==> src/hdl/cenum_pkg.sv <==
`timescale 1ns / 1ps
// ---------------------------------------------------------------------------
// cenum_pkg
// Shared constants and control/status types of the combination enumerator.
// ---------------------------------------------------------------------------
package cenum_pkg;

  localparam int MAX_SET    = 64;
  localparam int MAX_CHOOSE = 16;

  localparam int SET_W    = 7;   // set_size register
  localparam int CHOOSE_W = 5;   // choose_size register
  localparam int POS_W    = 7;   // stored position
  localparam int ELEM_W   = 6;   // emitted element
  localparam int IDX_W    = $clog2(MAX_CHOOSE);
  localparam int LIM_W    = SET_W + 1;

  localparam int APB_AW = 3;
  localparam int APB_DW = 32;

  // register select, taken from paddr[2]
  localparam logic REG_SET_SIZE    = 1'b0;
  localparam logic REG_CHOOSE_SIZE = 1'b1;

  localparam logic [SET_W-1:0]    SET_SIZE_RST    = 7'd4;
  localparam logic [CHOOSE_W-1:0] CHOOSE_SIZE_RST = 5'd2;

  typedef struct packed {
    logic store_init;  // load 0,1,2,.. into every position
    logic idx_top;     // index := k-1
    logic idx_clear;   // index := 0
    logic idx_dec;
    logic idx_inc;
    logic pivot_cap;   // remember the position that gets incremented
    logic adv_we;      // write back the advanced position
    logic out_load;    // load the output word
    logic out_exh;     // output word is the exhaustion word
    logic out_final;   // combination is the last one
  } ctrl_cmd_t;

  typedef struct packed {
    logic cfg_ok;      // m and k describe a non-empty sequence
    logic hit;         // position at index is below its limit
    logic idx_zero;
    logic idx_top;     // index is k-1
  } dp_status_t;

endpackage

==> src/hdl/combination_enumerator_core.sv <==
`timescale 1ns / 1ps
// A request is taken in the idle state, the pivot scan compares one position
// per cycle, then k words follow at one per cycle unless out_stall_i holds them.
// A new request is taken only after the last word of the previous one is loaded;
// an exhaustion request emits a single exhaustion word.
// Reset: set_size 4, choose_size 2, sequence marked exhausted until a restart.
// ---------------------------------------------------------------------------
// combination_enumerator_core
// Lexicographic k-of-m combination generator with an APB register port.
// ---------------------------------------------------------------------------
module combination_enumerator_core
  import cenum_pkg::*;
(
  input  logic                clk_i,
  input  logic                rst_ni,
  input  logic                psel,
  input  logic                penable,
  input  logic                pwrite,
  input  logic [APB_AW-1:0]   paddr,
  input  logic [APB_DW-1:0]   pwdata,
  output logic [APB_DW-1:0]   prdata,
  output logic                pready,
  input  logic                in_valid_i,
  output logic                in_stall_o,
  input  logic                restart_i,
  output logic                out_valid_o,
  input  logic                out_stall_i,
  output logic [ELEM_W-1:0]   element_value_o,
  output logic                last_in_combination_o,
  output logic                final_combination_o,
  output logic                exhausted_o
);

  logic [SET_W-1:0]    set_size_q;
  logic [CHOOSE_W-1:0] choose_size_q;
  logic                wr_en;
  ctrl_cmd_t           cmd;
  dp_status_t          sts;

  assign pready = 1'b1;
  assign wr_en  = psel && penable && pwrite && pready;

  always_ff @(posedge clk_i or negedge rst_ni) begin
    if (!rst_ni) begin
      set_size_q    <= SET_SIZE_RST;
      choose_size_q <= CHOOSE_SIZE_RST;
    end else if (wr_en) begin
      unique case (paddr[2])
        REG_SET_SIZE:    set_size_q    <= pwdata[SET_W-1:0];
        REG_CHOOSE_SIZE: choose_size_q <= pwdata[CHOOSE_W-1:0];
        default: ;
      endcase
    end
  end

  always_comb begin
    unique case (paddr[2])
      REG_SET_SIZE:    prdata = APB_DW'(set_size_q);
      REG_CHOOSE_SIZE: prdata = APB_DW'(choose_size_q);
      default:         prdata = '0;
    endcase
  end

  cenum_ctrl u_ctrl (
    .clk_i       (clk_i),
    .rst_ni      (rst_ni),
    .in_valid_i  (in_valid_i),
    .in_stall_o  (in_stall_o),
    .restart_i   (restart_i),
    .out_valid_o (out_valid_o),
    .out_stall_i (out_stall_i),
    .sts_i       (sts),
    .cmd_o       (cmd)
  );

  cenum_dp u_dp (
    .clk_i                 (clk_i),
    .rst_ni                (rst_ni),
    .set_size_i            (set_size_q),
    .choose_size_i         (choose_size_q),
    .cmd_i                 (cmd),
    .sts_o                 (sts),
    .element_value_o       (element_value_o),
    .last_in_combination_o (last_in_combination_o),
    .final_combination_o   (final_combination_o),
    .exhausted_o           (exhausted_o)
  );

endmodule

==> src/hdl/cenum_ctrl.sv <==
`timescale 1ns / 1ps
// ---------------------------------------------------------------------------
// cenum_ctrl
// Request sequencer: accepts a request, scans for the pivot position, then
// emits the combination one word at a time or emits the exhaustion word.
// ---------------------------------------------------------------------------
module cenum_ctrl
  import cenum_pkg::*;
(
  input  logic       clk_i,
  input  logic       rst_ni,
  input  logic       in_valid_i,
  output logic       in_stall_o,
  input  logic       restart_i,
  output logic       out_valid_o,
  input  logic       out_stall_i,
  input  dp_status_t sts_i,
  output ctrl_cmd_t  cmd_o
);

  localparam logic [1:0] ST_IDLE = 2'd0;
  localparam logic [1:0] ST_SCAN = 2'd1;
  localparam logic [1:0] ST_EMIT = 2'd2;
  localparam logic [1:0] ST_EXH  = 2'd3;

  logic [1:0] state_q, state_d;
  logic       done_q, done_d;
  logic       last_q, last_d;
  logic       out_valid_q, out_valid_d;
  logic       slot_free;
  logic       start;

  assign in_stall_o  = (state_q != ST_IDLE);
  assign out_valid_o = out_valid_q;
  assign slot_free   = !out_valid_q || !out_stall_i;
  assign start       = sts_i.cfg_ok && (restart_i || !done_q);

  always_comb begin
    state_d     = state_q;
    done_d      = done_q;
    last_d      = last_q;
    out_valid_d = out_valid_q && out_stall_i;
    cmd_o       = '0;
    unique case (state_q)
      ST_IDLE: begin
        if (in_valid_i) begin
          if (start) begin
            cmd_o.store_init = restart_i;
            cmd_o.idx_top    = 1'b1;
            done_d           = 1'b0;
            state_d          = ST_SCAN;
          end else begin
            done_d  = 1'b1;
            state_d = ST_EXH;
          end
        end
      end
      ST_SCAN: begin
        priority if (sts_i.hit) begin
          cmd_o.pivot_cap = 1'b1;
          cmd_o.idx_clear = 1'b1;
          last_d          = 1'b0;
          state_d         = ST_EMIT;
        end else if (sts_i.idx_zero) begin
          // nothing left to raise: this is the last combination
          cmd_o.idx_clear = 1'b1;
          last_d          = 1'b1;
          state_d         = ST_EMIT;
        end else begin
          cmd_o.idx_dec = 1'b1;
        end
      end
      ST_EMIT: begin
        if (slot_free) begin
          cmd_o.out_load  = 1'b1;
          cmd_o.out_final = last_q;
          cmd_o.adv_we    = !last_q;
          out_valid_d     = 1'b1;
          if (sts_i.idx_top) begin
            done_d  = last_q;
            state_d = ST_IDLE;
          end else begin
            cmd_o.idx_inc = 1'b1;
          end
        end
      end
      ST_EXH: begin
        if (slot_free) begin
          cmd_o.out_load = 1'b1;
          cmd_o.out_exh  = 1'b1;
          out_valid_d    = 1'b1;
          state_d        = ST_IDLE;
        end
      end
      default: begin
        state_d = ST_IDLE;
      end
    endcase
  end

  always_ff @(posedge clk_i or negedge rst_ni) begin
    if (!rst_ni) begin
      state_q     <= ST_IDLE;
      done_q      <= 1'b1;
      last_q      <= 1'b0;
      out_valid_q <= 1'b0;
    end else begin
      state_q     <= state_d;
      done_q      <= done_d;
      last_q      <= last_d;
      out_valid_q <= out_valid_d;
    end
  end

endmodule

==> src/hdl/cenum_dp.sv <==
`timescale 1ns / 1ps
// ---------------------------------------------------------------------------
// cenum_dp
// Position store, index counter, limit compare, advance logic and output
// word register.
// ---------------------------------------------------------------------------
module cenum_dp
  import cenum_pkg::*;
(
  input  logic                clk_i,
  input  logic                rst_ni,
  input  logic [SET_W-1:0]    set_size_i,
  input  logic [CHOOSE_W-1:0] choose_size_i,
  input  ctrl_cmd_t           cmd_i,
  output dp_status_t          sts_o,
  output logic [ELEM_W-1:0]   element_value_o,
  output logic                last_in_combination_o,
  output logic                final_combination_o,
  output logic                exhausted_o
);

  logic [POS_W-1:0]    store_q [MAX_CHOOSE];
  logic [IDX_W-1:0]    idx_q, idx_d;
  logic [IDX_W-1:0]    pivot_q;
  logic [POS_W-1:0]    prev_q;
  logic [POS_W-1:0]    rd_pos;
  logic [POS_W-1:0]    new_pos;
  logic [CHOOSE_W-1:0] k_m1;
  logic [LIM_W-1:0]    limit;
  logic [ELEM_W-1:0]   elem_q;
  logic                lic_q, fin_q, exh_q;

  assign rd_pos = store_q[idx_q];
  assign k_m1   = choose_size_i - CHOOSE_W'(1);
  // position j may reach m-k+j
  assign limit  = {1'b0, set_size_i} - LIM_W'(choose_size_i) + LIM_W'(idx_q);

  assign sts_o.cfg_ok   = (set_size_i != '0) && (set_size_i <= SET_W'(MAX_SET))
                       && (choose_size_i != '0)
                       && (choose_size_i <= CHOOSE_W'(MAX_CHOOSE))
                       && (SET_W'(choose_size_i) <= set_size_i);
  assign sts_o.hit      = LIM_W'(rd_pos) < limit;
  assign sts_o.idx_zero = (idx_q == '0);
  assign sts_o.idx_top  = (idx_q == k_m1[IDX_W-1:0]);

  // pivot gets +1, positions above it follow on consecutively
  always_comb begin
    priority if (idx_q == pivot_q) begin
      new_pos = rd_pos + POS_W'(1);
    end else if (idx_q > pivot_q) begin
      new_pos = prev_q + POS_W'(1);
    end else begin
      new_pos = rd_pos;
    end
  end

  always_comb begin
    priority if (cmd_i.idx_top) begin
      idx_d = k_m1[IDX_W-1:0];
    end else if (cmd_i.idx_clear) begin
      idx_d = '0;
    end else if (cmd_i.idx_dec) begin
      idx_d = idx_q - IDX_W'(1);
    end else if (cmd_i.idx_inc) begin
      idx_d = idx_q + IDX_W'(1);
    end else begin
      idx_d = idx_q;
    end
  end

  always_ff @(posedge clk_i or negedge rst_ni) begin
    if (!rst_ni) begin
      idx_q <= '0;
    end else begin
      idx_q <= idx_d;
    end
  end

  always_ff @(posedge clk_i) begin
    if (cmd_i.store_init) begin
      for (int i = 0; i < MAX_CHOOSE; i++) begin
        store_q[i] <= POS_W'(i);
      end
    end else if (cmd_i.adv_we) begin
      store_q[idx_q] <= new_pos;
    end
  end

  always_ff @(posedge clk_i) begin
    if (cmd_i.pivot_cap) begin
      pivot_q <= idx_q;
    end
    if (cmd_i.out_load) begin
      prev_q <= new_pos;
    end
  end

  always_ff @(posedge clk_i) begin
    if (cmd_i.out_load) begin
      if (cmd_i.out_exh) begin
        elem_q <= '0;
        lic_q  <= 1'b1;
        fin_q  <= 1'b0;
        exh_q  <= 1'b1;
      end else begin
        elem_q <= rd_pos[ELEM_W-1:0];
        lic_q  <= sts_o.idx_top;
        fin_q  <= cmd_i.out_final;
        exh_q  <= 1'b0;
      end
    end
  end

  assign element_value_o       = elem_q;
  assign last_in_combination_o = lic_q;
  assign final_combination_o   = fin_q;
  assign exhausted_o           = exh_q;

endmodule

==> config.mk <==
export PLATFORM = sky130hd
export DESIGN_NAME = combination_enumerator_core
export DESIGN_NICKNAME = d
export VERILOG_FILES = /design/src/hdl/cenum_pkg.sv /design/src/hdl/combination_enumerator_core.sv /design/src/hdl/cenum_ctrl.sv /design/src/hdl/cenum_dp.sv
export SDC_FILE = /design/constraint.sdc
export NUM_CORES = 1
export LEC_CHECK = 0
export BUFFER_PORTS_ARGS = -buffer_cell sky130_fd_sc_hd__buf_2
export CELL_PAD_IN_SITES_DETAIL_PLACEMENT = 0
export CELL_PAD_IN_SITES_GLOBAL_PLACEMENT = 1
export CORE_ASPECT_RATIO = 1.5
export CORE_UTILIZATION = 49
export DETAILED_ROUTE_END_ITERATION = 12
export PLACE_DENSITY = 0.91
export RECOVER_POWER = 25
export SETUP_SLACK_MARGIN = 0.1
export SYNTH_ARGS = -nofsm -noshare
export SYNTH_HDL_FRONTEND = slang
export SYNTH_HIERARCHICAL = 1
export SYNTH_SLANG_ARGS = --single-unit
==> constraint.sdc <==
create_clock -name clk_i -period 7.3 [get_ports clk_i]
set_input_delay 0.73 -clock clk_i [delete_from_list [all_inputs] [get_ports clk_i]]
set_output_delay 0.73 -clock clk_i [all_outputs]
set_load 0.01 [all_outputs]
==> flow_metrics.py <==
metrics = {
    "status": {
        "status": "complete, but fails checks",
        "violations": "capacitance limit, slew limit",
    },
    "power_and_ir_drop": {
        "pwr-share-clk": 0.206,
        "combPwrFrac": 0.507,
        "swShare": 0.443,
        "ir_drop_v": 0.000326,
        "switchingPower_uw": 1900,
        "finalPower_uw": 4280,
        "seqPwrFrac": 0.287,
        "intPower_uw": 2390,
        "p_per_area_nw_per_um2": 456,
        "leakage_uw": 0.00349,
    },
    "yosys": {
        "synth_warnings": 6,
        "netlist_area_um2": 8700,
        "synth_cell_types": 76,
        "synth_seq_cells": 153,
        "postSynthAreaPerCell_um2": 12.5,
        "yosys_most_used_dff": "edfxtp_1",
        "yosysSeqAreaShare": 0.516,
        "synthArstFlopShare": 0.137,
        "syn_inst": 696,
        "synth_enable_flop_cells": 132,
    },
    "final_layout": {
        "nets": 800,
        "final_util": 0.542,
        "n_antenna_cell": 0,
        "drive_above_1_share": 0.211,
        "final_common_cell": "edfxtp_1",
        "syn_to_final_growth_pct": 8.01,
        "final_cell_mix": "edfxtp_1 (132), nand2_1 (67), nor2_1 (58), inv_1 (35), a21oi_1 (35)",
    },
    "clocking": {
        "post_cts_resize_count": 0,
        "cts-root-buf": "clkbuf_16",
        "hold_buffers": 0,
        "cts_buffers": 17,
        "cts.sinks": 153,
        "cts_setup_buffers": 0,
        "cts_tree": "done",
        "cts_max_path_buffers": 2,
        "clkLatencyLatePin_ns": 0.42,
        "cts.clk_slew.worst_paths_ns": 0.07,
        "htree_levels": 4,
    },
    "global_route": {
        "grt_pass1_vias": 6015,
        "grt_max_degree": 41,
        "antenna_found_initial": 0,
        "grt_pass1_wl_um": 32100,
        "overflow": 0,
        "grt_use_total": 0.234,
    },
    "timing": {
        "fin_setup_tns_ns": 0,
        "period_share": 0.764,
        "min_period_ns": 5.58,
        "setup_violations": 0,
        "slew_headroom": -0.881,
        "hold_violations": 0,
        "rsz0062_at_grt": "false",
        "finalMaxSlewViolations": 22,
        "final.setup_skew_ns": 0.00886,
        "tightest_slew_ns": 2.80,
        "fmaxAchievable_mhz": 179,
    },
    "setup_path": {
        "cp_cell_sequence": "a21boi_0 -> nand2_1 -> nor2_1 -> nor4b_1 -> nand2_1 -> nand2_1",
        "crit_type": "register to register",
        "crit_slowest_cell": "a21boi_0",
        "cp_common_cell": "nand2_1",
        "critical_path.max_stage_delay_ns": 2.13,
        "start_kind": "register",
        "crit_fanout": 21,
        "arrival_ns": 5.66,
        "path_buf_inv": 0,
        "endpoint_kind": "register",
        "cp_data_required_time_ns": 7.38,
        "critical-path-top-delay-family": "simple AND/OR/NAND/NOR gates",
    },
    "drt": {
        "wl_per_cell_um": 21.7,
        "first_iter_violations": 543,
        "ant_nets": 0,
        "routed_wl_um": 20600,
        "drc_errors": 0,
        "viasPerCell": 6.05,
        "vias": 5735,
        "drt-pass1-iter-count": 5,
    },
    "flow_run": {
        "maxCapViolations": 1,
    },
    "placement": {
        "dp_hpwl_um": 14700,
        "routabilityCongestion": 0.864,
        "io_buffers": 33,
    },
    "die": {
        "num_rows": 59,
        "coreArea_um2": 17300,
        "start_util": 0.502,
        "ios": 87,
        "die_y_um": 165,
        "die_w_um": 111,
        "die_area_um2": 18300,
    },
    "min_path": {
        "hold_class": "input pin to asynchronous set/reset pin",
    },
}
## stage by stage
step	worst slack [ns]	area (um2)	instances	hold slack [ns]
final	1.72	9400	948	0.492
after global routing	1.30	9400	948	0.536
after CTS	1.83	9460	948	0.257
after detailed placement	1.86	8870	916	0.528
after global placement	2.02	8870	916	0.518
after floorplan	2.15	8790	720	0.434
## area by class of cell
class / count / area, um2
inverters: 43 / 161
repair buffers: 40 / 193
multi-input cells: 467 / 3700
clock inverters: 15 / 163
clock buffers: 17 / 425
well taps: 213 / 267
flip-flops and latches: 153 / 4490
fillers: 1416 / 7950
## worst paths after layout
check | startpoint | to | cells after the start | slack (ns)
setup / recovery | u_ctrl/state_q[1] | u_dp/store_q[1][5] | 6 | 1.72
hold / removal | rst_ni | choose_size_q[3] | 1 | 0.49
setup reg to reg | u_ctrl/state_q[1] | u_dp/store_q[1][5] | 6 | 1.72
hold reg to reg | set_size_q[3] | set_size_q[3] | 1 | 0.53
max in group asynchronous | rst_ni | u_dp/idx_q[0] | 1 | 6.07
min in group clk_i | set_size_q[3] | set_size_q[3] | 1 | 0.53
## sequential cells by signal (all words and copies together), names as in the netlist
signal                      flops
u_dp/store_q                  112
set_size_q                      7
u_dp/prev_q                     7
u_dp/element_value_o            6
choose_size_q                   5
u_dp/idx_q                      4
u_dp/pivot_q                    4
u_ctrl/state_q                  2
u_ctrl/done_q                   1
u_ctrl/last_q                   1
u_ctrl/out_valid_o              1
u_dp/exhausted_o                1
u_dp/final_combination_o        1
u_dp/last_in_combination_o      1
## cell families (layout without fill, tap and decap cells)
| group | Yosys count | count (layout) | share of synthesized area |
|---|---|---|---|
| fa+ha+maj | 35 | 35 | 0.0546 |
| compound gates | 109 | 109 | 0.0945 |
| xor+xnor | 21 | 21 | 0.0211 |
| buf+inv | 100 | 115 | 0.0656 |
| mux | 48 | 48 | 0.104 |
| other cells | 2 | 26 | 0.000863 |
| flops | 153 | 153 | 0.516 |
| simple gates | 228 | 228 | 0.143 |
## power by group through the flow
stage	sequential, uW	clock (uW)	combinational, uW
after floorplan	1240	0	1630
after global placement	1240	0	2060
after detailed placement	1250	0	2140
after CTS	1230	893	2160
after global routing	1250	928	2330
final	1230	881	2170
## per-layer routing
metal / vias up / track usage / wire [um]
met5: - / 0 / 0
met4: 0 / 0.158 / 1240
met3: 68 / 0.0412 / 1110
met2: 241 / 0.440 / 11200
met1: 2850 / 0.237 / 7030
li1: 2576 / - / -
## synth_stat cells (all sizes together) (4+ instances only)
library cell / number / share of area
dfrtp: 18 / 0.052
and3: 5 / 0.0036
a22oi: 4 / 0.0046
mux4: 29 / 0.078
o21ai: 18 / 0.011
and2: 7 / 0.0059
ha: 30 / 0.043
xnor2: 11 / 0.011
nand2: 68 / 0.030
nor2b: 9 / 0.0065
xor2: 10 / 0.010
edfxtp: 132 / 0.46
and4: 7 / 0.0070
nand2b: 4 / 0.0029
nor4: 4 / 0.0046
a21o: 4 / 0.0035
nand4: 8 / 0.0065
nor3: 33 / 0.031
a22o: 5 / 0.0050
a31oi: 5 / 0.0043
inv: 43 / 0.019
buf: 53 / 0.045
o21a: 6 / 0.0052
a21oi: 44 / 0.029
clkbuf: 4 / 0.0022
fa: 5 / 0.012
nor2: 59 / 0.026
mux2: 18 / 0.023
nand3: 16 / 0.0098
No activity file was read; power rests on OpenSTA's default activity.
